--- config.mk ---
export PLATFORM = sky130hd
export DESIGN_NAME = positional_list_insert_delete
export DESIGN_NICKNAME = d
export VERILOG_FILES = /design/src/hw/rtl/plist_pkg.sv /design/src/hw/rtl/plist_ram.sv /design/src/hw/rtl/plist_out_reg.sv /design/src/hw/rtl/positional_list_insert_delete.sv
export SDC_FILE = /design/constraint.sdc
export NUM_CORES = 1
export LEC_CHECK = 0
export ABC_AREA = 1
export BUFFER_PORTS_ARGS = -buffer_cell sky130_fd_sc_hd__buf_4
export CORE_UTILIZATION = 45
export DETAILED_ROUTE_END_ITERATION = 10
export HOLD_SLACK_MARGIN = 0.1
export SYNTH_ARGS = -nofsm -noshare
export SYNTH_HDL_FRONTEND = slang
export SYNTH_SLANG_ARGS = --single-unit
--- constraint.sdc ---
create_clock -name clk -period 10.4 [get_ports clk]
set_clock_uncertainty 0.05 [all_clocks]
set_input_delay 2.08 -clock clk [delete_from_list [all_inputs] [get_ports clk]]
set_output_delay 2.08 -clock clk [all_outputs]
set_load 0.03 [all_outputs]
--- src/hw/rtl/plist_pkg.sv ---
// Shared constants and types for the positional list block.
// Depends on nothing; imported by every module of the block.
package plist_pkg;

  // Field widths of the stream beats
  localparam int VALUE_W  = 32;
  localparam int POS_W    = 7;
  localparam int CMD_W    = 2;
  localparam int STATUS_W = 2;

  // Default list capacity
  localparam int DEFAULT_CAPACITY = 16;

  // Command codes
  localparam logic [CMD_W-1:0] CMD_INSERT  = 2'd0;
  localparam logic [CMD_W-1:0] CMD_DELETE  = 2'd1;
  localparam logic [CMD_W-1:0] CMD_READOUT = 2'd2;
  // Unused code; rejected as out of range
  localparam logic [CMD_W-1:0] CMD_SPARE   = 2'd3;

  // Status codes
  localparam logic [STATUS_W-1:0] ST_OK    = 2'd0;
  localparam logic [STATUS_W-1:0] ST_RANGE = 2'd1;
  localparam logic [STATUS_W-1:0] ST_EMPTY = 2'd2;
  localparam logic [STATUS_W-1:0] ST_FULL  = 2'd3;

  // One result beat
  typedef struct packed {
    logic [VALUE_W-1:0]  value;
    logic [STATUS_W-1:0] status;
    logic                last;
  } result_t;

endpackage

--- src/hw/rtl/plist_ram.sv ---
// Entry store of the positional list: one write and one read port,
// read data registered. Depends on plist_pkg for the word width.
module plist_ram
  import plist_pkg::*;
#(
  parameter int DEPTH  = DEFAULT_CAPACITY,
  parameter int ADDR_W = $clog2(DEFAULT_CAPACITY)
) (
  input  logic               clk,
  input  logic               we,
  input  logic [ADDR_W-1:0]  waddr,
  input  logic [VALUE_W-1:0] wdata,
  input  logic               re,
  input  logic [ADDR_W-1:0]  raddr,
  output logic [VALUE_W-1:0] rdata
);

  logic [VALUE_W-1:0] mem [DEPTH];

  // Write port
  always_ff @(posedge clk) begin
    if (we) begin
      mem[waddr] <= wdata;
    end
  end

  // Read port; hold the data between reads
  always_ff @(posedge clk) begin
    if (re) begin
      rdata <= mem[raddr];
    end
  end

endmodule

--- src/hw/rtl/plist_out_reg.sv ---
// Output register of the positional list: holds one result beat until
// the sink takes it. Depends on plist_pkg for result_t.
module plist_out_reg
  import plist_pkg::*;
(
  input  logic    clk,
  input  logic    rst,
  input  logic    load,
  input  result_t res,
  input  logic    ready,
  output logic    valid,
  output logic    free,
  output result_t res_q
);

  // Room for a new beat when empty or when the held beat leaves now
  assign free = !valid || ready;

  // Track occupancy
  always_ff @(posedge clk) begin
    if (rst) begin
      valid <= 1'b0;
    end else if (load) begin
      valid <= 1'b1;
    end else if (ready) begin
      valid <= 1'b0;
    end
  end

  // Capture the payload
  always_ff @(posedge clk) begin
    if (load) begin
      res_q <= res;
    end
  end

endmodule

--- src/hw/rtl/positional_list_insert_delete.sv ---
// Positional list: an ordered list of up to CAPACITY signed 32-bit values held in
// a single synchronous RAM. Commands are taken one at a time. An insert or a delete
// moves the tail one entry per cycle through the RAM's one read and one write port;
// a read-out gives one beat per cycle after the registered RAM read of the first
// entry, as fast as the sink takes them. Errors give a single beat at once. The list
// starts empty after reset with no clearing pass; the RAM contents are never read
// beyond the current length. A finished result waits in an output register, so
// the next command is taken while it is still pending.
module positional_list_insert_delete
  import plist_pkg::*;
#(
  parameter int CAPACITY = DEFAULT_CAPACITY
) (
  input  logic        clk,
  input  logic        rst,
  // Command beats
  input  logic        s_tvalid,
  output logic        s_tready,
  input  logic [39:0] s_tdata,   // [31:0] value, [38:32] position, [39] zero
  input  logic [1:0]  s_tuser,   // [1:0] command
  // Result beats
  output logic        m_tvalid,
  input  logic        m_tready,
  output logic [31:0] m_tdata,   // [31:0] item_value
  output logic [1:0]  m_tuser,   // [1:0] status
  output logic        m_tlast    // last
);

  localparam int ADDR_W = $clog2(CAPACITY);
  localparam int LEN_W  = $clog2(CAPACITY + 1);
  localparam int CMP_W  = ((LEN_W > POS_W) ? LEN_W : POS_W) + 1;

  localparam logic [2:0] S_IDLE     = 3'd0;
  localparam logic [2:0] S_GET      = 3'd1;
  localparam logic [2:0] S_SHIFT    = 3'd2;
  localparam logic [2:0] S_PUT      = 3'd3;
  localparam logic [2:0] S_RD_ISSUE = 3'd4;
  localparam logic [2:0] S_RD_OUT   = 3'd5;
  localparam logic [2:0] S_EMIT     = 3'd6;

  // Control state
  logic [2:0]        state;
  logic [LEN_W-1:0]  length;
  logic [LEN_W-1:0]  rem;
  logic              pend;
  logic              first;
  logic              dir_up;
  // Payload registers
  logic [ADDR_W-1:0]  j;
  logic [ADDR_W-1:0]  waddr;
  logic [ADDR_W-1:0]  base;
  logic [VALUE_W-1:0] val;
  logic [VALUE_W-1:0] got;
  result_t            res;

  // Beat fields
  logic [CMD_W-1:0]   in_cmd;
  logic [VALUE_W-1:0] in_value;
  logic [POS_W-1:0]   in_pos;
  logic [CMP_W-1:0]   pos_x;
  logic [CMP_W-1:0]   len_x;
  logic               accept;

  // RAM and output register hookup
  logic               ram_we;
  logic [ADDR_W-1:0]  ram_waddr;
  logic [VALUE_W-1:0] ram_wdata;
  logic               ram_re;
  logic [ADDR_W-1:0]  ram_raddr;
  logic [VALUE_W-1:0] ram_rdata;
  logic               out_load;
  logic               out_free;
  result_t            out_res;
  result_t            out_q;

  assign in_cmd   = s_tuser;
  assign in_value = s_tdata[31:0];
  assign in_pos   = s_tdata[38:32];
  assign pos_x    = CMP_W'(in_pos);
  assign len_x    = CMP_W'(length);
  assign s_tready = (state == S_IDLE);
  assign accept   = s_tvalid && s_tready;

  plist_ram #(
    .DEPTH  (CAPACITY),
    .ADDR_W (ADDR_W)
  ) u_ram (
    .clk   (clk),
    .we    (ram_we),
    .waddr (ram_waddr),
    .wdata (ram_wdata),
    .re    (ram_re),
    .raddr (ram_raddr),
    .rdata (ram_rdata)
  );

  plist_out_reg u_out (
    .clk   (clk),
    .rst   (rst),
    .load  (out_load),
    .res   (out_res),
    .ready (m_tready),
    .valid (m_tvalid),
    .free  (out_free),
    .res_q (out_q)
  );

  assign m_tdata = out_q.value;
  assign m_tuser = out_q.status;
  assign m_tlast = out_q.last;

  // Drive RAM ports and output loads from the current state
  always_comb begin
    ram_we    = 1'b0;
    ram_waddr = waddr;
    ram_wdata = ram_rdata;
    ram_re    = 1'b0;
    ram_raddr = j;
    out_load  = 1'b0;
    out_res   = res;
    case (state)
      S_GET: begin
        ram_re    = 1'b1;
        ram_raddr = base;
      end
      S_SHIFT: begin
        ram_re = (rem != '0);
        ram_we = pend;
      end
      S_PUT: begin
        ram_we    = 1'b1;
        ram_waddr = base;
        ram_wdata = val;
      end
      S_RD_ISSUE: begin
        ram_re = 1'b1;
      end
      S_RD_OUT: begin
        if (out_free) begin
          out_load       = 1'b1;
          out_res.value  = ram_rdata;
          out_res.status = ST_OK;
          out_res.last   = (rem == '0);
          ram_re         = (rem != '0);
        end
      end
      S_EMIT: begin
        out_load = out_free;
      end
      default: begin
      end
    endcase
  end

  // Sequencer: decode, move entries, emit
  always_ff @(posedge clk) begin
    if (rst) begin
      state  <= S_IDLE;
      length <= '0;
      rem    <= '0;
      pend   <= 1'b0;
      first  <= 1'b0;
      dir_up <= 1'b0;
    end else begin
      case (state)
        S_IDLE: begin
          if (accept) begin
            val        <= in_value;
            base       <= ADDR_W'(in_pos - POS_W'(1));
            pend       <= 1'b0;
            res.value  <= '0;
            res.last   <= 1'b1;
            case (in_cmd)
              CMD_INSERT: begin
                if (in_pos == '0 || pos_x > len_x + CMP_W'(1)) begin
                  res.status <= ST_RANGE;
                  state      <= S_EMIT;
                end else if (length == LEN_W'(CAPACITY)) begin
                  res.status <= ST_FULL;
                  state      <= S_EMIT;
                end else begin
                  dir_up <= 1'b1;
                  first  <= 1'b0;
                  j      <= ADDR_W'(length - LEN_W'(1));
                  rem    <= LEN_W'(len_x - pos_x + CMP_W'(1));
                  state  <= S_SHIFT;
                end
              end
              CMD_DELETE: begin
                if (length == '0) begin
                  res.status <= ST_EMPTY;
                  state      <= S_EMIT;
                end else if (in_pos == '0 || pos_x > len_x) begin
                  res.status <= ST_RANGE;
                  state      <= S_EMIT;
                end else begin
                  dir_up <= 1'b0;
                  j      <= ADDR_W'(in_pos);
                  rem    <= LEN_W'(len_x - pos_x);
                  state  <= S_GET;
                end
              end
              CMD_READOUT: begin
                if (length == '0) begin
                  res.status <= ST_EMPTY;
                  state      <= S_EMIT;
                end else begin
                  j     <= '0;
                  rem   <= length;
                  state <= S_RD_ISSUE;
                end
              end
              default: begin
                res.status <= ST_RANGE;
                state      <= S_EMIT;
              end
            endcase
          end
        end
        S_GET: begin
          first <= 1'b1;
          state <= S_SHIFT;
        end
        S_SHIFT: begin
          if (first) begin
            got   <= ram_rdata;
            first <= 1'b0;
          end
          if (rem != '0) begin
            j     <= dir_up ? j - ADDR_W'(1) : j + ADDR_W'(1);
            waddr <= dir_up ? j + ADDR_W'(1) : j - ADDR_W'(1);
            rem   <= rem - LEN_W'(1);
            pend  <= 1'b1;
          end else begin
            pend <= 1'b0;
          end
          if (rem == '0 && !pend && !first) begin
            if (dir_up) begin
              state <= S_PUT;
            end else begin
              length     <= length - LEN_W'(1);
              res.value  <= got;
              res.status <= ST_OK;
              res.last   <= 1'b1;
              state      <= S_EMIT;
            end
          end
        end
        S_PUT: begin
          length     <= length + LEN_W'(1);
          res.value  <= '0;
          res.status <= ST_OK;
          res.last   <= 1'b1;
          state      <= S_EMIT;
        end
        S_RD_ISSUE: begin
          j     <= j + ADDR_W'(1);
          rem   <= rem - LEN_W'(1);
          state <= S_RD_OUT;
        end
        S_RD_OUT: begin
          if (out_free) begin
            if (rem != '0) begin
              j   <= j + ADDR_W'(1);
              rem <= rem - LEN_W'(1);
            end else begin
              state <= S_IDLE;
            end
          end
        end
        S_EMIT: begin
          if (out_free) begin
            state <= S_IDLE;
          end
        end
        default: begin
          state <= S_IDLE;
        end
      endcase
    end
  end

  // The list never grows beyond its capacity
  a_len_bound: assert property (@(posedge clk) disable iff (rst)
    length <= LEN_W'(CAPACITY))
    else $error("list length above capacity");

  // A shift never reads the entry it writes in the same cycle
  a_no_rw_clash: assert property (@(posedge clk) disable iff (rst)
    (ram_we && ram_re) |-> (ram_waddr != ram_raddr))
    else $error("read and write of one entry in one cycle");

  // Placing the new value grows the list by one
  a_put_grows: assert property (@(posedge clk) disable iff (rst)
    (state == S_PUT) |=> (length == $past(length) + LEN_W'(1)))
    else $error("insert did not grow the list");

  // An unused command goes straight to a single result
  a_bad_cmd: assert property (@(posedge clk) disable iff (rst)
    (accept && in_cmd == CMD_SPARE) |=> (state == S_EMIT && res.status == ST_RANGE))
    else $error("unused command not flagged");

  // A result is loaded only when the output register has room
  a_load_room: assert property (@(posedge clk) disable iff (rst)
    out_load |-> (!m_tvalid || m_tready))
    else $error("result beat overwritten");

endmodule
After elaboration in Yosys (flattened, before gate mapping)
Memories as Yosys holds them, arrays and structs flattened. A register that Yosys moved wholly into a read port is not among the register bits.
Index checks and enable logic that the tools add are counted.
Word-level totals
  flip-flop bits (word level): 163
  memory bits (writable): 512
  memories kept: 1
Cells by class
  $add $sub $neg: 9
  magnitude comparators: 2
  eq/ne operators: 33
  mux-type cells: 76
  bitwise operators: 1
  reductions and logical operators: 35
Memory list
  u_ram.mem: words 16, width 32, rd ports 1, clocked after Yosys merged registers in 1, write ports 1, line plist_ram.sv:18  | logic [VALUE_W-1:0] mem [DEPTH];
Operators by type and width (number)
  $mux W35: 5
  $pmux W35 S3: 1
  $mux W4: 13
  $mux W5: 10
  $mux W32: 1
  $mux W3: 10
  $ne A2 B2 Y1 const B: 13
  $pmux W3 S7: 1
  $pmux W5 S4: 1
  $ne A3 B3 Y1 const B: 6
  $mux W1: 16
  $pmux W4 S4: 1
  $pmux W5 S3: 1
  $reduce_and A5 Y1: 3
  $mux W2: 6
  $pmux W4 S3: 1
  $reduce_and A12 Y1: 1
  $reduce_and A3 Y1: 4
  $add A5 B1 Y5 const B: 2
  $logic_not A5 Y1: 2
  $pmux W5 S2: 1
  $sub A5 B1 Y5 const B: 2
  $eq A3 B3 Y1 const B: 3
  $pmux W3 S3: 1
  other kinds (33): 51

Logic depth before layout (Yosys ltp)
  word-level depth: 7
  mapped depth: 17
  depth with buffers taken out: 17

Modules after synthesis
A second synthesis with hierarchy kept.
Unflattened totals
  cell total of the unflattened synthesis: 2900
  area, all modules: 30747.0 um^2
Modules (own cells, without submodules)
  plist_ram: times used 1, cells each 2120, area an instance 23050.9 um^2, seq. area each 16335.7 um^2
  positional_list_insert_delete: times used 1, cells each 740, area an instance 6602.6 um^2, seq. area each 3623.5 um^2
  plist_out_reg: times used 1, cells each 40, area an instance 1093.5 um^2, seq. area each 1071.0 um^2

Least setup slack after synthesis
No wires, ideal clock.
  path kind: in2reg
  start point: in rst
  end point: reg res[1] in the netlist's numbering (enable)
  setup time: 0.330 ns
  arrival: 4.969 ns
  required time: 10.020 ns
  setup slack: 5.051 ns
  cell stages on the path: 4
  path buffers: 0
  path through: inv_1 nand3_1 nor3_1 a21boi_0
Between the ends
  longest elaborated chain between the ends: 2
Ends and longest elaborated chain
  start, declared: line positional_list_insert_delete.sv:15  | input logic rst,
  $not A1 Y1 (no line)
  $reduce_and A8 Y1 (no line)
  end, declared: line positional_list_insert_delete.sv:54  | result_t res;
No other way between the ends.
A chain may end at the register's enable or synchronous reset.

Final worst setup path
  start point: reg state[0]
  end point: reg u_ram.rdata[20], read port of u_ram.mem, data pin
Between the ends
  longest elaborated chain between the ends: 3
Ends and longest elaborated chain
  start, declared: line positional_list_insert_delete.sv:42  | logic [2:0] state;
  start signal, assigned: line positional_list_insert_delete.sv:158  | state <= S_IDLE;
  start signal, assigned: line positional_list_insert_delete.sv:177  | state <= S_EMIT;
  start signal, assigned: line positional_list_insert_delete.sv:180  | state <= S_EMIT;
  $eq A3 B3 Y1 or $eq A3 B1 Y1 (tied branches): line positional_list_insert_delete.sv:121  | case (state)
  $reduce_or A2 Y1 (no line)
  $pmux W1 S3: line positional_list_insert_delete.sv:121
  end, declared: line plist_ram.sv:15  | output logic [VALUE_W-1:0] rdata
Several ways; a longest one is shown, not always the timed one.

==> summary.md <==
| Metric | Value |
|---|---|
| Vias in the first global route | `17517` |
| MaxCap Viol Count | `0` |
| Slew margin rel. | `20.3%` |
| Vias | `17719` |
| Post-DP HPWL | `35400 µm` |
| Critical path startpoint category | `flip-flop` |
| Crit path time final | `4310 ps` |
| Post-synthesis sequential area ratio | `73.8%` |
| # setup viols final | `0` |
| Commonest non-fill, non-tap cell in the layout | `edfxtp_1` |
| Clk pwr share | `26.1%` |
| Antenna violations before repair | `0` |
| Final TNS setup | `0 ps` |
| Overflow left after global routing | `0` |
| Register-to-register setup slack | `6090 ps` |
| DRC | `0` |
| Commonest non-fill, non-tap cells in the layout | `689 x edfxtp_1, 323 x nor2_1, 268 x o21ai_0, 201 x nand2_1, 142 x buf_4` |
| # rows | `91` |
| Die X | `254 µm` |
| Tcrit/Tclk final | `41.5%` |
| CTS max path bufs | `3` |
| Layout cell share with drive strength beyond 1 | `11.8%` |
| Starting Density | `45.8%` |
| Drt via density | `5.59` |
| Total wire length | `68300 µm` |
| Post-cts repair resize count | `0` |
| Hold_buf cts | `0` |
| I/O Pins | `83` |
| Post-Syn Instances | `2187` |
| WHS | `391 ps` |
| # diodes | `0` |
| Root Buffer | `clkbuf_16` |
| WL/cell | `21.6 µm` |
| Post-synth ARST share | `0%` |
| Final-stage net count | `2352` |
| R2R depth | `11` |
| CTS tree | `yes` |
| Slew @ Worst Pin | `1190 ps` |
| Sw Ratio | `35.0%` |
| Slew Viols, Final | `0` |
| RSZ-0062 raised after global routing | `no` |
| Setup ws final | `6090 ps` |
| Fmax | `232 MHz` |
| Final Hold Fails | `0` |
| Clock sink count | `706` |
| Post-route ant nets | `0` |
| Largest net degree at the start of global routing | `152` |
| Die Ht | `254 µm` |
| Multi-input gate area | `0.00650 mm²` |
| Setup crit end kind | `flip-flop` |
| Synth Area per Inst | `13.0 µm²` |
| Worst skew pair latency | `610 ps` |
| Sequential cell area | `0.0210 mm²` |
| Synth Register Bits | `706` |
| Crit-path max FO | `151` |
| CTS clk-pin slew, worst paths | `60 ps` |
| Global Route Usage Sum | `21.5%` |
| Peak VDD IR | `0.000158 V` |
| Power share of the combinational group | `30.7%` |
| Post-CTS Setup Bufs | `0` |
| Die footprint | `0.0643 mm²` |
| Cells on Worst Hold Path | `0` |
| Worst min-delay path class | `flip-flop to flip-flop` |
| Outcome | `finished, final reports clean` |
| Sw Pwr | `3180 µW` |
| IO buf count | `81` |
| First-pass GRT wire length | `104000 µm` |
| Initial DRC count | `1734` |
| Final core occ | `51.9%` |
| H-tree depth | `3` |
| Synthesized Nets | `2260` |
| CP arrival | `4700 ps` |
| Initial DRT Pass Iterations | `5` |
| CP Class | `flip-flop to flip-flop` |
| Area Overhead vs Synth | `13.3%` |
| FILL cells | `5249` |
| Dominant cell type by area after synthesis | `edfxtp_1` |
| Primary FF master, synth | `edfxtp_1` |
| Pre-CTS setup slack | `5790 ps` |
| PD cells | `281 mW/mm²` |
| Synth Cell Area | `0.0285 mm²` |
| Pwr Total | `9080 µW` |
| Routability congestion estimate | `0.847` |
| Yosys top cell area share | `72.6%` |
| Internal Power | `5900 µW` |
| Distinct cells, synth | `41` |
| Sequential power share | `43.2%` |
| EDFF count, synth | `689` |
| Cts bufs inserted | `72` |
| Leak | `0.0110 µW` |
| Synth top area cells | `edfxtp_1 73%, o21ai_0 4.7%, nor2_1 4.5%` |
| Worst EP required | `10790 ps` |
| Core area | `0.0622 mm²` |
| Synth warnings | `0` |
[state kept, by name, indices dropped and copies added (netlist names), 5 cells and up]
name,cells
got,32
length,5
rem,5
res,34
u_out.res_q,35
u_ram.mem,512
u_ram.rdata,32
val,32
[metrics by stage]
| step | std cells | cell area [µm²] |
|---|---|---|
| 2_1_floorplan | 2187 | 28500 |
| 3_3_place_gp | 3042 | 30200 |
| 3_5_place_dp | 3042 | 30200 |
| 4_1_cts | 3171 | 32300 |
| 5_1_grt | 3171 | 32300 |
| 6_report | 3171 | 32300 |
[worst max-delay path, cell delays in order (launching register included)]
cell and delay (ps):
dfxtp_1 420, inv_2 90, nor2_4 140, nand2_4 130, nand2_1 190, nand2_8 310
inv_6 960, buf_4 1040, o21ai_0 230, o221ai_1 230, o211ai_1 110, nand2_1 160
[layout make-up]
class	instances	share of cell area, %
multi-input combinational	1225	20.1
timing repair buffer	143	3.36
sequential	706	65.1
inverter	131	1.54
clock inverter	28	0.570
tap	837	3.24
clock buffer	101	5.98
[cells in the mapped netlist, types with 26 or more instances]
| library cell | n |
|---|---|
| edfxtp_1 | 689 |
| clkbuf_1 | 36 |
| o221ai_1 | 86 |
| ha_1 | 26 |
| o21ai_0 | 269 |
| nand3_1 | 49 |
| nor2_1 | 342 |
| buf_2 | 72 |
| o22ai_1 | 49 |
| inv_1 | 124 |
| o21ai_1 | 75 |
| nand2_1 | 202 |
| o211ai_1 | 46 |
[final timing paths]
path | from | end
setup reg to reg | state[0] | u_ram.rdata[20]
hold reg to reg | u_ram.rdata[20] | got[20]
hold / removal | u_ram.rdata[20] | got[20]
setup / recovery | state[0] | u_ram.rdata[20]
[cells by family (layout without fill, tap and decap cells)]
family	Yosys count	in the layout	synth area share (%)
compound gates	560	560	11.7
simple gates	621	621	8.70
flops	706	706	73.8
xor+xnor	16	16	0.492
fa+ha+maj	27	27	1.21
mux	1	1	0.0351
buf+inv	256	403	4.02
[power by group through the flow]
stage | logic, µW | registers, µW | clock network, µW
global placement | 2700 | 3980 | 0
global route | 3090 | 3950 | 2530
finish | 2790 | 3930 | 2370
CTS | 2790 | 3930 | 2420
detailed placement | 2780 | 3980 | 0
floorplan | 1840 | 3990 | 0
[layer usage]
layer  routed length (µm)  vias up  GRT usage, %
met5                    0        -             0
met4                 1420        0          6.88
met3                 4190      112          3.28
met2                32800      565          35.8
met1                29900     8821          29.0
li1                     -     8221             -
Note: power is estimated with default switching activity, not from simulation.
